===== config.mk =====
export PLATFORM = sky130hd
export DESIGN_NAME = adc_scan_frame_decoder
export DESIGN_NICKNAME = d
export VERILOG_FILES = /design/src/rtl/asfd_pkg.sv /design/src/rtl/adc_scan_frame_decoder.sv
export SDC_FILE = /design/constraint.sdc
export NUM_CORES = 1
export LEC_CHECK = 0
export BUFFER_PORTS_ARGS = -buffer_cell sky130_fd_sc_hd__buf_2
export CAP_MARGIN = 20
export CORE_ASPECT_RATIO = 0.8
export CORE_MARGIN = 1.5
export CORE_UTILIZATION = 30
export CTS_CLUSTER_SIZE = 16
export DETAILED_ROUTE_END_ITERATION = 8
export GPL_TIMING_DRIVEN = 0
export HOLD_SLACK_MARGIN = 0.08
export PLACE_DENSITY = 0.5
export SYNTH_ARGS = -nofsm -noshare
export SYNTH_HDL_FRONTEND = slang
export SYNTH_SLANG_ARGS = --single-unit
export TNS_END_PERCENT = 20

===== constraint.sdc =====
create_clock -name aclk -period 6.35 [get_ports aclk]
set_input_delay 0.635 -clock aclk [delete_from_list [all_inputs] [get_ports aclk]]
set_output_delay 0.635 -clock aclk [all_outputs]
set_load 0.005 [all_outputs]

===== src/rtl/asfd_pkg.sv =====
// ----------------------------------------------------------------------------
// asfd_pkg: shared types and constants for the ADC scan frame decoder
// Holds the converter address, the resolution codes, the register indexes
// and the packed item layouts.
// ----------------------------------------------------------------------------
package asfd_pkg;

    // Number of converter inputs that are scanned (2..4)
    localparam int unsigned CHANNEL_COUNT = 4;

    // Fixed part of the converter bus address (7 bits)
    localparam logic [6:0] BASE_ADDR = 7'h68;

    // Item widths
    localparam int unsigned S_TDATA_W = 40;   // 34 used bits, padded to bytes
    localparam int unsigned S_TUSER_W = 2;
    localparam int unsigned M_TDATA_W = 56;   // 54 used bits, padded to bytes
    localparam int unsigned M_TUSER_W = 2;
    localparam int unsigned SAMPLE_W  = 18;

    typedef logic [1:0]                 chan_t;
    typedef logic signed [SAMPLE_W-1:0] sample_t;

    // Resolution codes
    typedef enum logic [1:0] {
        FMT_12BIT = 2'd0,
        FMT_14BIT = 2'd1,
        FMT_16BIT = 2'd2,
        FMT_18BIT = 2'd3
    } data_format_t;

    // Register indexes on the configuration port
    typedef enum logic [1:0] {
        REG_DATA_FORMAT = 2'd0,
        REG_GAIN_SEL    = 2'd1,
        REG_DEVICE_ID   = 2'd2,
        REG_UNUSED      = 2'd3
    } cfg_index_t;

    // Request kinds
    localparam logic REQ_START = 1'b0;
    localparam logic REQ_READ  = 1'b1;

    // One accepted input transaction
    typedef struct packed {
        logic  read_ok;
        logic  req_type;
        chan_t query_channel;
        logic [7:0] byte3;
        logic [7:0] byte2;
        logic [7:0] byte1;
        logic [7:0] byte0;
    } in_item_t;

endpackage


===== src/rtl/adc_scan_frame_decoder.sv =====
// ----------------------------------------------------------------------------
// adc_scan_frame_decoder: round-robin scan control and read frame decode
// Issues config-byte writes for a four-input converter, decodes its read
// frames by resolution, keeps the last sample of every channel.
// ----------------------------------------------------------------------------
//
//  Channel | Direction | Handshake          | Payload
//  --------+-----------+--------------------+-------------------------------
//  s_      | in        | s_tvalid/s_tready  | s_tdata bytes+query, s_tuser
//  m_      | out       | m_tvalid/m_tready  | m_tdata write+sample, m_tuser
//  cfg_    | in        | cfg_wr_en          | cfg_index, cfg_wdata
//
//  One transaction per cycle sustained while the output is not stalled; an
//  item passes the input register, then the result register. Decode, scan
//  advance and table write happen as an item moves from the first to the second.
//  Reset (aresetn low, synchronous) clears config, scan channel and the
//  four stored samples. A stalled output holds its result; one more item is
//  still taken into the input register, after which s_tready drops.
module adc_scan_frame_decoder (
    input  logic                          aclk,
    input  logic                          aresetn,
    // Configuration write port
    input  logic                          cfg_wr_en,
    input  asfd_pkg::cfg_index_t          cfg_index,
    input  logic [1:0]                    cfg_wdata,
    // Input stream
    input  logic                          s_tvalid,
    output logic                          s_tready,
    // tdata: byte0[7:0], byte1[15:8], byte2[23:16], byte3[31:24],
    //        query_channel[33:32], zero pad[39:34]
    input  logic [asfd_pkg::S_TDATA_W-1:0] s_tdata,
    // tuser: req_type[0], read_ok[1]
    input  logic [asfd_pkg::S_TUSER_W-1:0] s_tuser,
    // Result stream
    output logic                          m_tvalid,
    input  logic                          m_tready,
    // tdata: write_addr[7:0], write_byte[15:8], sample_channel[17:16],
    //        sample_value[35:18], query_value[53:36], zero pad[55:54]
    output logic [asfd_pkg::M_TDATA_W-1:0] m_tdata,
    // tuser: write_valid[0], sample_valid[1]
    output logic [asfd_pkg::M_TUSER_W-1:0] m_tuser
);
    import asfd_pkg::*;

    localparam int unsigned CH_CNT_W = 3;
    localparam logic [CH_CNT_W-1:0] CH_LIMIT = CH_CNT_W'(CHANNEL_COUNT);

    // Configuration registers
    data_format_t data_format_reg;
    logic [1:0]   gain_sel_reg;
    logic [1:0]   device_id_reg;

    // Scan state and stored samples
    chan_t   cur_chan_reg, cur_chan_next;
    sample_t table_reg [CHANNEL_COUNT];

    // Input register
    logic     in_vld_reg;
    in_item_t in_item_reg;

    // Result register
    logic                 out_vld_reg;
    logic [M_TDATA_W-1:0] out_data_reg, out_data_next;
    logic [M_TUSER_W-1:0] out_user_reg, out_user_next;

    logic advance;
    logic s_accept;

    // Decode signals
    sample_t    dec_value;
    logic [7:0] dec_status;
    logic       wr_valid;
    logic       smp_valid;
    chan_t      smp_chan;
    sample_t    smp_value;
    logic       store_en;
    chan_t      query_idx;
    sample_t    query_val;
    logic [CH_CNT_W-1:0] chan_inc;
    logic [7:0] wr_addr;
    logic [7:0] wr_byte;

    assign advance  = in_vld_reg && (!out_vld_reg || m_tready);
    assign s_tready = !in_vld_reg || advance;
    assign s_accept = s_tvalid && s_tready;

    assign m_tvalid = out_vld_reg;
    assign m_tdata  = out_data_reg;
    assign m_tuser  = out_user_reg;

    // Configuration writes
    always_ff @(posedge aclk) begin
        if (!aresetn) begin
            data_format_reg <= FMT_12BIT;
            gain_sel_reg    <= 2'd0;
            device_id_reg   <= 2'd0;
        end else if (cfg_wr_en) begin
            case (cfg_index)
                REG_DATA_FORMAT: data_format_reg <= data_format_t'(cfg_wdata);
                REG_GAIN_SEL:    gain_sel_reg    <= cfg_wdata;
                REG_DEVICE_ID:   device_id_reg   <= cfg_wdata;
                default:         ;
            endcase
        end
    end

    // Input register
    always_ff @(posedge aclk) begin
        if (!aresetn) begin
            in_vld_reg <= 1'b0;
        end else if (s_tready) begin
            in_vld_reg <= s_tvalid;
        end
    end

    always_ff @(posedge aclk) begin
        if (s_accept) begin
            in_item_reg <= in_item_t'({s_tuser[1], s_tuser[0], s_tdata[33:0]});
        end
    end

    // Frame decode by resolution, sign extended to 18 bits
    always_comb begin
        dec_value  = '0;
        dec_status = in_item_reg.byte2;
        case (data_format_reg)
            FMT_12BIT: dec_value = sample_t'({{6{in_item_reg.byte0[3]}},
                                   in_item_reg.byte0[3:0], in_item_reg.byte1});
            FMT_14BIT: dec_value = sample_t'({{4{in_item_reg.byte0[5]}},
                                   in_item_reg.byte0[5:0], in_item_reg.byte1});
            FMT_16BIT: dec_value = sample_t'({{2{in_item_reg.byte0[7]}},
                                   in_item_reg.byte0, in_item_reg.byte1});
            FMT_18BIT: begin
                dec_value  = sample_t'({in_item_reg.byte0[1:0], in_item_reg.byte1,
                                        in_item_reg.byte2});
                dec_status = in_item_reg.byte3;
            end
            default: ;
        endcase
    end

    // Step control: start, good read, ready conversion
    always_comb begin
        wr_valid      = 1'b0;
        smp_valid     = 1'b0;
        smp_chan      = '0;
        smp_value     = '0;
        store_en      = 1'b0;
        cur_chan_next = cur_chan_reg;
        chan_inc      = {1'b0, cur_chan_reg} + 3'd1;
        if (in_item_reg.req_type == REQ_START) begin
            cur_chan_next = '0;
            wr_valid      = 1'b1;
        end else if (in_item_reg.read_ok) begin
            smp_chan  = dec_status[6:5];
            smp_value = dec_value;
            if (!dec_status[7]) begin
                store_en      = ({1'b0, smp_chan} < CH_LIMIT);
                smp_valid     = store_en;
                cur_chan_next = (chan_inc >= CH_LIMIT) ? '0 : chan_inc[1:0];
                wr_valid      = 1'b1;
            end
        end
    end

    // Query lookup, including this step's store
    always_comb begin
        query_idx = ({1'b0, in_item_reg.query_channel} < CH_LIMIT) ?
                    in_item_reg.query_channel : '0;
        if (store_en && (smp_chan == query_idx)) begin
            query_val = smp_value;
        end else begin
            query_val = table_reg[query_idx];
        end
    end

    // Config byte write fields
    always_comb begin
        wr_addr = '0;
        wr_byte = '0;
        if (wr_valid) begin
            wr_addr = {BASE_ADDR | {5'd0, device_id_reg}, 1'b0};
            wr_byte = {1'b1, cur_chan_next, 1'b0, data_format_reg, gain_sel_reg};
        end
        out_data_next = {2'b00, query_val, smp_value, smp_chan, wr_byte, wr_addr};
        out_user_next = {smp_valid, wr_valid};
    end

    // Scan state and sample table update
    always_ff @(posedge aclk) begin
        if (!aresetn) begin
            cur_chan_reg <= '0;
            for (int i = 0; i < CHANNEL_COUNT; i++) begin
                table_reg[i] <= '0;
            end
        end else if (advance) begin
            cur_chan_reg <= cur_chan_next;
            if (store_en) begin
                table_reg[smp_chan] <= smp_value;
            end
        end
    end

    // Result register
    always_ff @(posedge aclk) begin
        if (!aresetn) begin
            out_vld_reg <= 1'b0;
        end else if (advance) begin
            out_vld_reg <= 1'b1;
        end else if (m_tready) begin
            out_vld_reg <= 1'b0;
        end
    end

    always_ff @(posedge aclk) begin
        if (advance) begin
            out_data_reg <= out_data_next;
            out_user_reg <= out_user_next;
        end
    end

endmodule


Yosys cells after proc, flatten, opt, wreduce, memory -nomap -nowiden --
Memories as Yosys holds them, arrays and structs flattened. A register that Yosys moved wholly into a read port is not among the register bits. Cells that the tools add are included.
Word-level totals: RAM bits 72, bits in registers 102, memory bits (read-only) 0, latch bits 0, output and inout bits 60, memories kept 1
Memories:
- table_reg | depth 4, width 18, read ports 1, clocked after Yosys merged registers in 1, wr ports 4, RTL line adc_scan_frame_decoder.sv:55 | sample_t table_reg [CHANNEL_COUNT];
Cells by class: reductions and logical operators 14, add/subtract/negate cells 1, bitwise operators 0, mux-type cells 28, shift-type cells 0, multipliers 0, equal/unequal tests 6, divide/modulo/power cells 0, order comparisons 1
Operator list (number):
- $mux 18 | 4
- $pmux 18 s4 | 1
- $mux 8 | 3
- $reduce_or 18->1 | 1
- $mux 2 | 8
- $mux 1 | 12
- $eq 2x2->1 const B | 3
- $reduce_and 2->1 | 3
- $eq 2x1->1 const B | 2
- $logic_not 2->1 | 2
- $add 2x1->3 const B | 1
- $ge 3x3->1 const B | 1
- $logic_and 1x1->1 | 3
- $eq 2x2->1 | 1
- $logic_not 1->1 | 2
- $logic_or 1x1->1 | 2
- $reduce_bool 2->1 | 1

Longest topological paths before layout --
Gate-level depths: netlist (run 1).
depth after elaboration 11, depth in mapped cells 9, depth with buffers taken out 6

Least setup slack after synthesis (run 1) --
No wires, ideal clock.
kind input port to flip-flop, start point input m_tready, end point memory table_reg[3][0] in the netlist's numbering (enable), cell stages on the path 4, arrival 4.722 ns, required time 5.929 ns, path slack 1.207 ns, cells stage by stage nor2b_1 > nor2b_1 > nand2_1 > o31ai_1
RTL lines:
- from (decl) | RTL line adc_scan_frame_decoder.sv:36 | input logic m_tready,
- to (decl) | RTL line adc_scan_frame_decoder.sv:55

==> results of run 1 <==
==> worst register-to-register path: stages, from the launching register on <==
cell and delay, ns:
dfxtp_1 0.31, nor2b_1 0.18, nor2b_4 0.57, buf_12 0.30, nand3_2 0.13, buf_6 0.16, or3_1 0.32, buf_6 0.16
buf_8 0.18, nand2_1 0.66
==> synth_stat cells, types with 2 or more instances <==
| master | instances |
|---|---|
| nand2_1 | 12 |
| nor2_4 | 9 |
| buf_4 | 11 |
| mux2_2 | 20 |
| or3_1 | 4 |
| a21o_1 | 3 |
| mux4_2 | 18 |
| buf_6 | 5 |
| nor2_1 | 63 |
| clkbuf_1 | 5 |
| nor2b_1 | 10 |
| buf_2 | 6 |
| nand3b_1 | 2 |
| a21oi_1 | 5 |
| nor3b_1 | 2 |
| dfxtp_1 | 12 |
| xor2_1 | 2 |
| mux2i_1 | 23 |
| edfxtp_1 | 151 |
| and2_1 | 7 |
| o31ai_1 | 2 |
| inv_1 | 22 |
| and3_1 | 2 |
| or2_2 | 16 |
==> metrics by stage <==
step / cell area, µm² / hold WS [ns] / total power, W / std cells / TNS (ns)
final: 8330 / 0.3847 / 0.002451 / 861 / 0
after global routing: 8330 / 0.3646 / 0.002536 / 861 / 0
after floorplan: 6789 / 0.4701 / 0.001356 / 433 / 0
after CTS: 8303 / 0.3623 / 0.002478 / 860 / 0
after global placement: 7630 / 0.4814 / 0.001423 / 826 / -34.11
after detailed placement: 7699 / 0.5069 / 0.001429 / 828 / 0
==> cell usage in the layout (no fill, tap or decap), types with 2 or more instances in the layout <==
cell type	n
inv_6	4
mux4_2	18
dfxtp_1	12
buf_16	2
buf_4	11
xor2_1	2
edfxtp_1	151
or2_2	16
clkinv_1	2
and2_1	7
inv_1	22
mux2i_1	23
clkbuf_1	5
and3_1	2
buf_6	5
clkbuf_16	17
nor2_1	63
conb_1	6
nand2_1	12
nor3b_1	2
mux2_2	20
nor2b_1	9
clkinv_4	2
clkinv_2	2
nor2_4	9
bufinv_16	3
or3_1	4
nand3b_1	2
buf_2	99
a21oi_1	5
a21o_1	3
==> final cells by class <==
type | instances | area, µm² | share of cell area [%]
buffer | 29 | 206.4 | 2.478
clock buffer | 17 | 425.4 | 5.107
clock inverter | 15 | 178.9 | 2.148
inverter | 23 | 86.33 | 1.036
multi-input combinational | 218 | 1743 | 20.92
sequential | 163 | 4775 | 57.31
tap | 300 | 375.4 | 4.506
timing repair buffer | 96 | 540.5 | 6.488
==> cells by family after synthesis <==
| logic type | Yosys count | share of synthesized area (%) |
|---|---|---|
| xor gates and xnor gates | 2 | 0.2588 |
| DFF | 163 | 70.52 |
| muxes | 61 | 12.71 |
| buffers and inverters | 52 | 4.324 |
| adders and majority gates | 1 | 0.1848 |
| AOI/OAI and AO/OA | 16 | 1.571 |
| and+or+nand+nor | 132 | 10.37 |
| other | 1 | 0.05539 |
==> worst max-delay path by stage <==
stage,startpoint,endpoint,slack [ns],cells after the start
after floorplan,m_tready,table_reg[3][0],1.21,4
after detailed placement,m_tready,table_reg[0][1],2.57,10
final,m_tvalid,table_reg[0][3],2.99,9
after global routing,m_tvalid,table_reg[0][3],2.74,9
after global placement,m_tready,table_reg[3][10],-1.48,5
after CTS,m_tvalid,table_reg[0][3],2.89,9
==> routing by layer <==
metal	up-vias	share of wire (%)	track usage, %
li1	1774	-	-
met1	1886	47	17.00
met2	85	49	21.25
met3	4	3.9	3.332
met4	0	0.64	4.337
met5	-	0	0
==> power groups by stage <==
stage | registers (W) | clock network (W) | logic (W)
2_1_floorplan | 0.00126 | 0 | 0.0000936
3_3_place_gp | 0.00127 | 0 | 0.000158
3_5_place_dp | 0.00126 | 0 | 0.000164
4_1_cts | 0.00124 | 0.00107 | 0.000165
5_1_grt | 0.00124 | 0.00111 | 0.000180
6_report | 0.00124 | 0.00105 | 0.000163
==> metrics.md, run 1 <==
| Metric | Value |
|---|---|
| Status | finished, final reports clean |
| Setup bufs post-CTS | 0 |
| Hold Path End | in_item_reg[31] |
| Synth top area cells | edfxtp_1 67%, mux4_2 6.0%, dfxtp_1 3.5% |
| H-tree depth | 4 |
| Worst slack at placement | 2.572 ns |
| Nets | 600 |
| Number of synthesis warnings | 0 |
| Final GP Congestion | 0.7237 |
| Final Hold Vio Count | 0 |
| I/O pins | 111 |
| Seq pwr share | a little over 50% |
| Hold Path Cell Cnt | 1 |
| Routed len/inst | 16.64 µm |
| Cell count after synthesis | between 400 and 500 |
| Hold Path Class | input port to flip-flop |
| WP buf/inv | 4 |
| Number of buffers created by CTS | 17 |
| Die W | ~170 µm |
| Global route overflow | 0 |
| Cell with the biggest individual delay on the critical path | nand2_1 |
| Ys async rst share | 0% |
| Setup CP Type | flip-flop to flip-flop |
| Ys flop type | edfxtp_1 |
| Reg-to-Reg Start | m_tvalid |
| Endpoints failing setup | 0 |
| Syn_area_per_cell | 15.82 µm² |
| Via count | between 3000 and 4000 |
| Vias in the first global route | 3869 |
| Worst-margin pin slew | ~0.94 ns |
| Worst skew pair latency | roughly 0.42 ns |
| CTS tree | yes |
| Crit path capture type | flip-flop |
| Register area share after synthesis | 70.52% |
| Chip height | 137.4 µm |
| Crit-path cells | nor2b_1 -> nor2b_4 -> buf_12 -> nand3_2 -> buf_6 -> or3_1 -> buf_6 -> buf_8 -> nand2_1 |
| Final clock skew | between 0.015 and 0.02 ns |
| Reg2reg end | table_reg[0][3] |
| Vias per cell | approximately 4.4 |
| Hold Path Origin | s_tdata[31] |
| Iteration-0 DRC Markers | roughly 260 |
| Initial antenna violation count | 0 |
| Combinational share of power | roughly 6.7% |
| Slew headroom | ~37% |
| Clock sinks | about 160 |
| Crit-path max FO | 30 |
| Die area | between 20000 and 25000 µm² |
| Post-synthesis register bit count | approximately 160 |
| Max-slew violations | 0 |
| Period Utilization, post-route | a little over half |
| Cell family with most CP delay | simple AND/OR/NAND/NOR gates |
| Max-cap viol count | 0 |
| Min Tclk post-route | 3.360 ns |
| Total track usage | 13.03% |
| Fin util | a little under two fifths |
| Initial Utilization | 30.97% |
| # port buffers | 93 |
| Core footprint | approximately 22000 µm² |
| Final Worst Setup Slack | 2.990 ns |
| Clk slew on worst S/H paths | roughly 0.06 ns |
| Worst Path Arrival | between 3 and 4 ns |
| Router iterations before antenna repair | 4 |
| Synth top area share | between 60 and 70% |
| Most frequent CP cell | buf_6 |
| Final wirelength | around 14000 µm |
| Filler instances | roughly 2100 |
| Mapped cell area | 6770 µm² |
| Net Sw Power | about 0.00053 W |
| Root buffer cell | clkbuf_16 |
| PwrDens | about 290 nW/µm² |
| CTS Hold Buffers Added | 0 |
| Syn-to-layout area delta | 23.05% |
| Int Pwr | 0.001923 W |
| Leak pwr | about 3.3 nW |
| # rows | 48 |
| Clock buffer depth | 2 |
| Critical path's largest stage delay | around 0.66 ns |
| Post-synth EDFFs | 151 |
| Clock share of power | a little over two fifths |
| Dpl hpwl | 9903 µm |
| Remaining antenna violation count | 0 |
| Sw Share | 21.54% |
| Worst VDD drop | ~0.00017 V |
| R2R cell count | 9 |
| CP Data Required Time | about 6.4 ns |
| Unrepaired setup endpoints after global routing | false |
| Synth cell types | 40 |
| Largest net degree at the start of global routing | 32 |
| Drc violations | 0 |
| Fmax | between 0.2 and 0.3 GHz |
| Fraction of layout instances using a drive strength above 1 | between 30% and 40% |
| Max reg flops | 72 |
| Post-cts gate resize count | 0 |
| Setup crit start kind | flip-flop |
| FF-to-FF setup slack | between 2 and 3 ns |
| # diodes | 0 |
| Global-route wire length before repair | 22030 µm |
| Leading area contributor after synthesis | edfxtp_1 |
(Power assumes the default switching activity.)
==> run 2, diff against run 1 <==
--- a/config.mk
+++ b/config.mk
@@ -14,7 +14,7 @@
 export DETAILED_ROUTE_END_ITERATION = 8
 export GPL_TIMING_DRIVEN = 0
 export HOLD_SLACK_MARGIN = 0.08
-export PLACE_DENSITY = 0.5
+export PLACE_DENSITY = 0.52
 export SYNTH_ARGS = -nofsm -noshare
 export SYNTH_HDL_FRONTEND = slang
 export SYNTH_SLANG_ARGS = --single-unit
==> constraint.sdc (replaced) <==
create_clock -name aclk -period 2.98 [get_ports aclk]
set_input_delay 0.298 -clock aclk [delete_from_list [all_inputs] [get_ports aclk]]
set_output_delay 0.298 -clock aclk [all_outputs]
set_load 0.005 [all_outputs]
==> metrics.md, run 2 (synthesis gave the netlist of run 1 again) <==
| Metric | Value |
|---|---|
| Critical path's largest stage delay | between 0.4 and 0.5 ns |
| Core footprint | around 22000 µm² |
| Max reg flops | a little over 70 |
| # rows | 48 |
| Max-cap viol count | 0 |
| Unrepaired setup endpoints after global routing | false |
| Crit path capture type | flip-flop |
| Clock buffer depth | 2 |
| Commonest non-fill, non-tap cell in the layout | edfxtp_1 |
| Router iterations before antenna repair | 4 |
| Global route overflow | 0 |
| Routed len/inst | 16.26 µm |
| Chip height | between 100 and 150 µm |
| Endpoints failing setup | 0 |
| Final Hold Vio Count | 0 |
| Syn-to-layout area delta | 27.20% |
| Crit-path cells | nor2b_1 -> nor2b_4 -> nand3_2 -> buf_6 -> or3_1 -> buf_6 -> buf_8 -> nand2_2 |
| Period Utilization, post-route | between 90% and 100% |
| Vias per cell | 4.234 |
| Largest net degree at the start of global routing | 33 |
| Cell family with most CP delay | simple AND/OR/NAND/NOR gates |
| Drc violations | 0 |
| # port buffers | 93 |
| Final clock skew | between 0.01 and 0.015 ns |
| Iteration-0 DRC Markers | around 220 |
| Initial Utilization | between 30% and 40% |
| Fin Hold WS | 0.1316 ns |
| Via count | approximately 3800 |
| Setup CP Type | flip-flop to flip-flop |
| Worst skew pair latency | approximately 0.43 ns |
| Number of buffers created by CTS | 17 |
| Hold Path Class | input port to flip-flop |
| Vias in the first global route | between 3000 and 4000 |
| Crit-path max FO | 18 |
| Fin util | between 30 and 40% |
| Status | finished, final reports clean |
| Most frequent cells in the layout | 151 x edfxtp_1, 99 x buf_2, 63 x nor2_1 |
| PwrDens | around 590 nW/µm² |
| Slew headroom | a little over two fifths |
| H-tree depth | 4 |
| I/O pins | roughly 110 |
| CP Data Required Time | approximately 3.0 ns |
| Initial antenna violation count | 0 |
| Worst VDD drop | approximately 0.00038 V |
| Fmax | ~0.36 GHz |
| Most frequent CP cell | buf_6 |
| Nets | 632 |
| Clk slew on worst S/H paths | approximately 0.070 ns |
| Min Tclk post-route | 2.774 ns |
| Final wirelength | approximately 15000 µm |
| Worst Path Arrival | 2.84 ns |
| Die W | 171.0 µm |
| Global-route wire length before repair | ~22000 µm |
| CTS tree | yes |
| Max-slew violations | 0 |
| # diodes | 0 |
| Dpl hpwl | 9856 µm |
| Clock sinks | between 150 and 200 |
| Setup crit start kind | flip-flop |
| Fin Setup TNS | 0 ns |
| WP buf/inv | 3 |
| Final GP Congestion | 0.7262 |
| Worst-margin pin slew | 0.8419 ns |
| Root buffer cell | clkbuf_16 |
| Leak pwr | roughly 3.4 nW |
| Remaining antenna violation count | 0 |
| Cell with the biggest individual delay on the critical path | nor2b_4 |
| Die area | ~23000 µm² |
| Total track usage | roughly 13% |
| Fraction of layout instances using a drive strength above 1 | a little under two fifths |
[run 2: timing repair]
item                                    4_1_cts  5_1_grt
hold buffers                                 31        0
endpoints found under the setup margin       36       18
resized for setup                             2        0
hold endpoints to repair                     31        0
gates cloned                                  0        1
setup buffers                                 0        0
[run 2: area by class of cell]
cell class | instances | area, µm²
clock buffer | 18 | 429.2
tap | 300 | 375.4
buffer | 29 | 206.4
fill | 2082 | 13250
clock inverter | 14 | 130.1
timing repair buffer | 127 | 850.8
multi-input combinational | 219 | 1759
inverter | 23 | 86.33
sequential | 163 | 4775
[run 2: routing by layer]
| metal | global-route usage [%] | vias to the layer above | routed length, µm |
|---|---|---|---|
| li1 | - | 1842 | - |
| met1 | 17.18 | 1845 | 6903 |
| met2 | 20.73 | 83 | 6831 |
| met3 | 3.533 | 11 | 635 |
| met4 | 4.094 | 0 | 147 |
| met5 | 0 | - | 0 |
[run 2: worst min-delay path: cells and delay by family]
kind / cells / cell delay [ns]
buf+inv: 1 / 0.09
simple gates: 1 / 0.09
compound gates: 1 / 0.04
[run 2: path summary, 6_finish.rpt]
kind	start	end	slack [ns]	cells past startpoint
max	m_tvalid	table_reg[0][0]	0.21	8
min	s_tvalid	in_vld_reg	0.13	3
max reg2reg	m_tvalid	table_reg[0][0]	0.21	8
min reg2reg	cur_chan_reg[0]	cur_chan_reg[0]	0.50	2
[run 2: power breakdown]
part / leakage (nW) / internal [W] / switching (W)
logic: 1.50 / 0.000187 / 0.000195
clock network: 0.266 / 0.00116 / 0.000901
registers: 1.60 / 0.00261 / 0.0000334
[run 2: through the flow]
step / worst slack (ns) / instances / cell area [µm²] / power (W)
final: 0.2057 / 893 / 8612 / 0.005083
after global routing: 0.03270 / 893 / 8612 / 0.005250
after global placement: -1.004 / 826 / 7645 / 0.003030
after detailed placement: -0.1350 / 828 / 7701 / 0.003045
after floorplan: 0.08686 / 433 / 6804 / 0.002889
after CTS: 0.01829 / 891 / 8576 / 0.005127
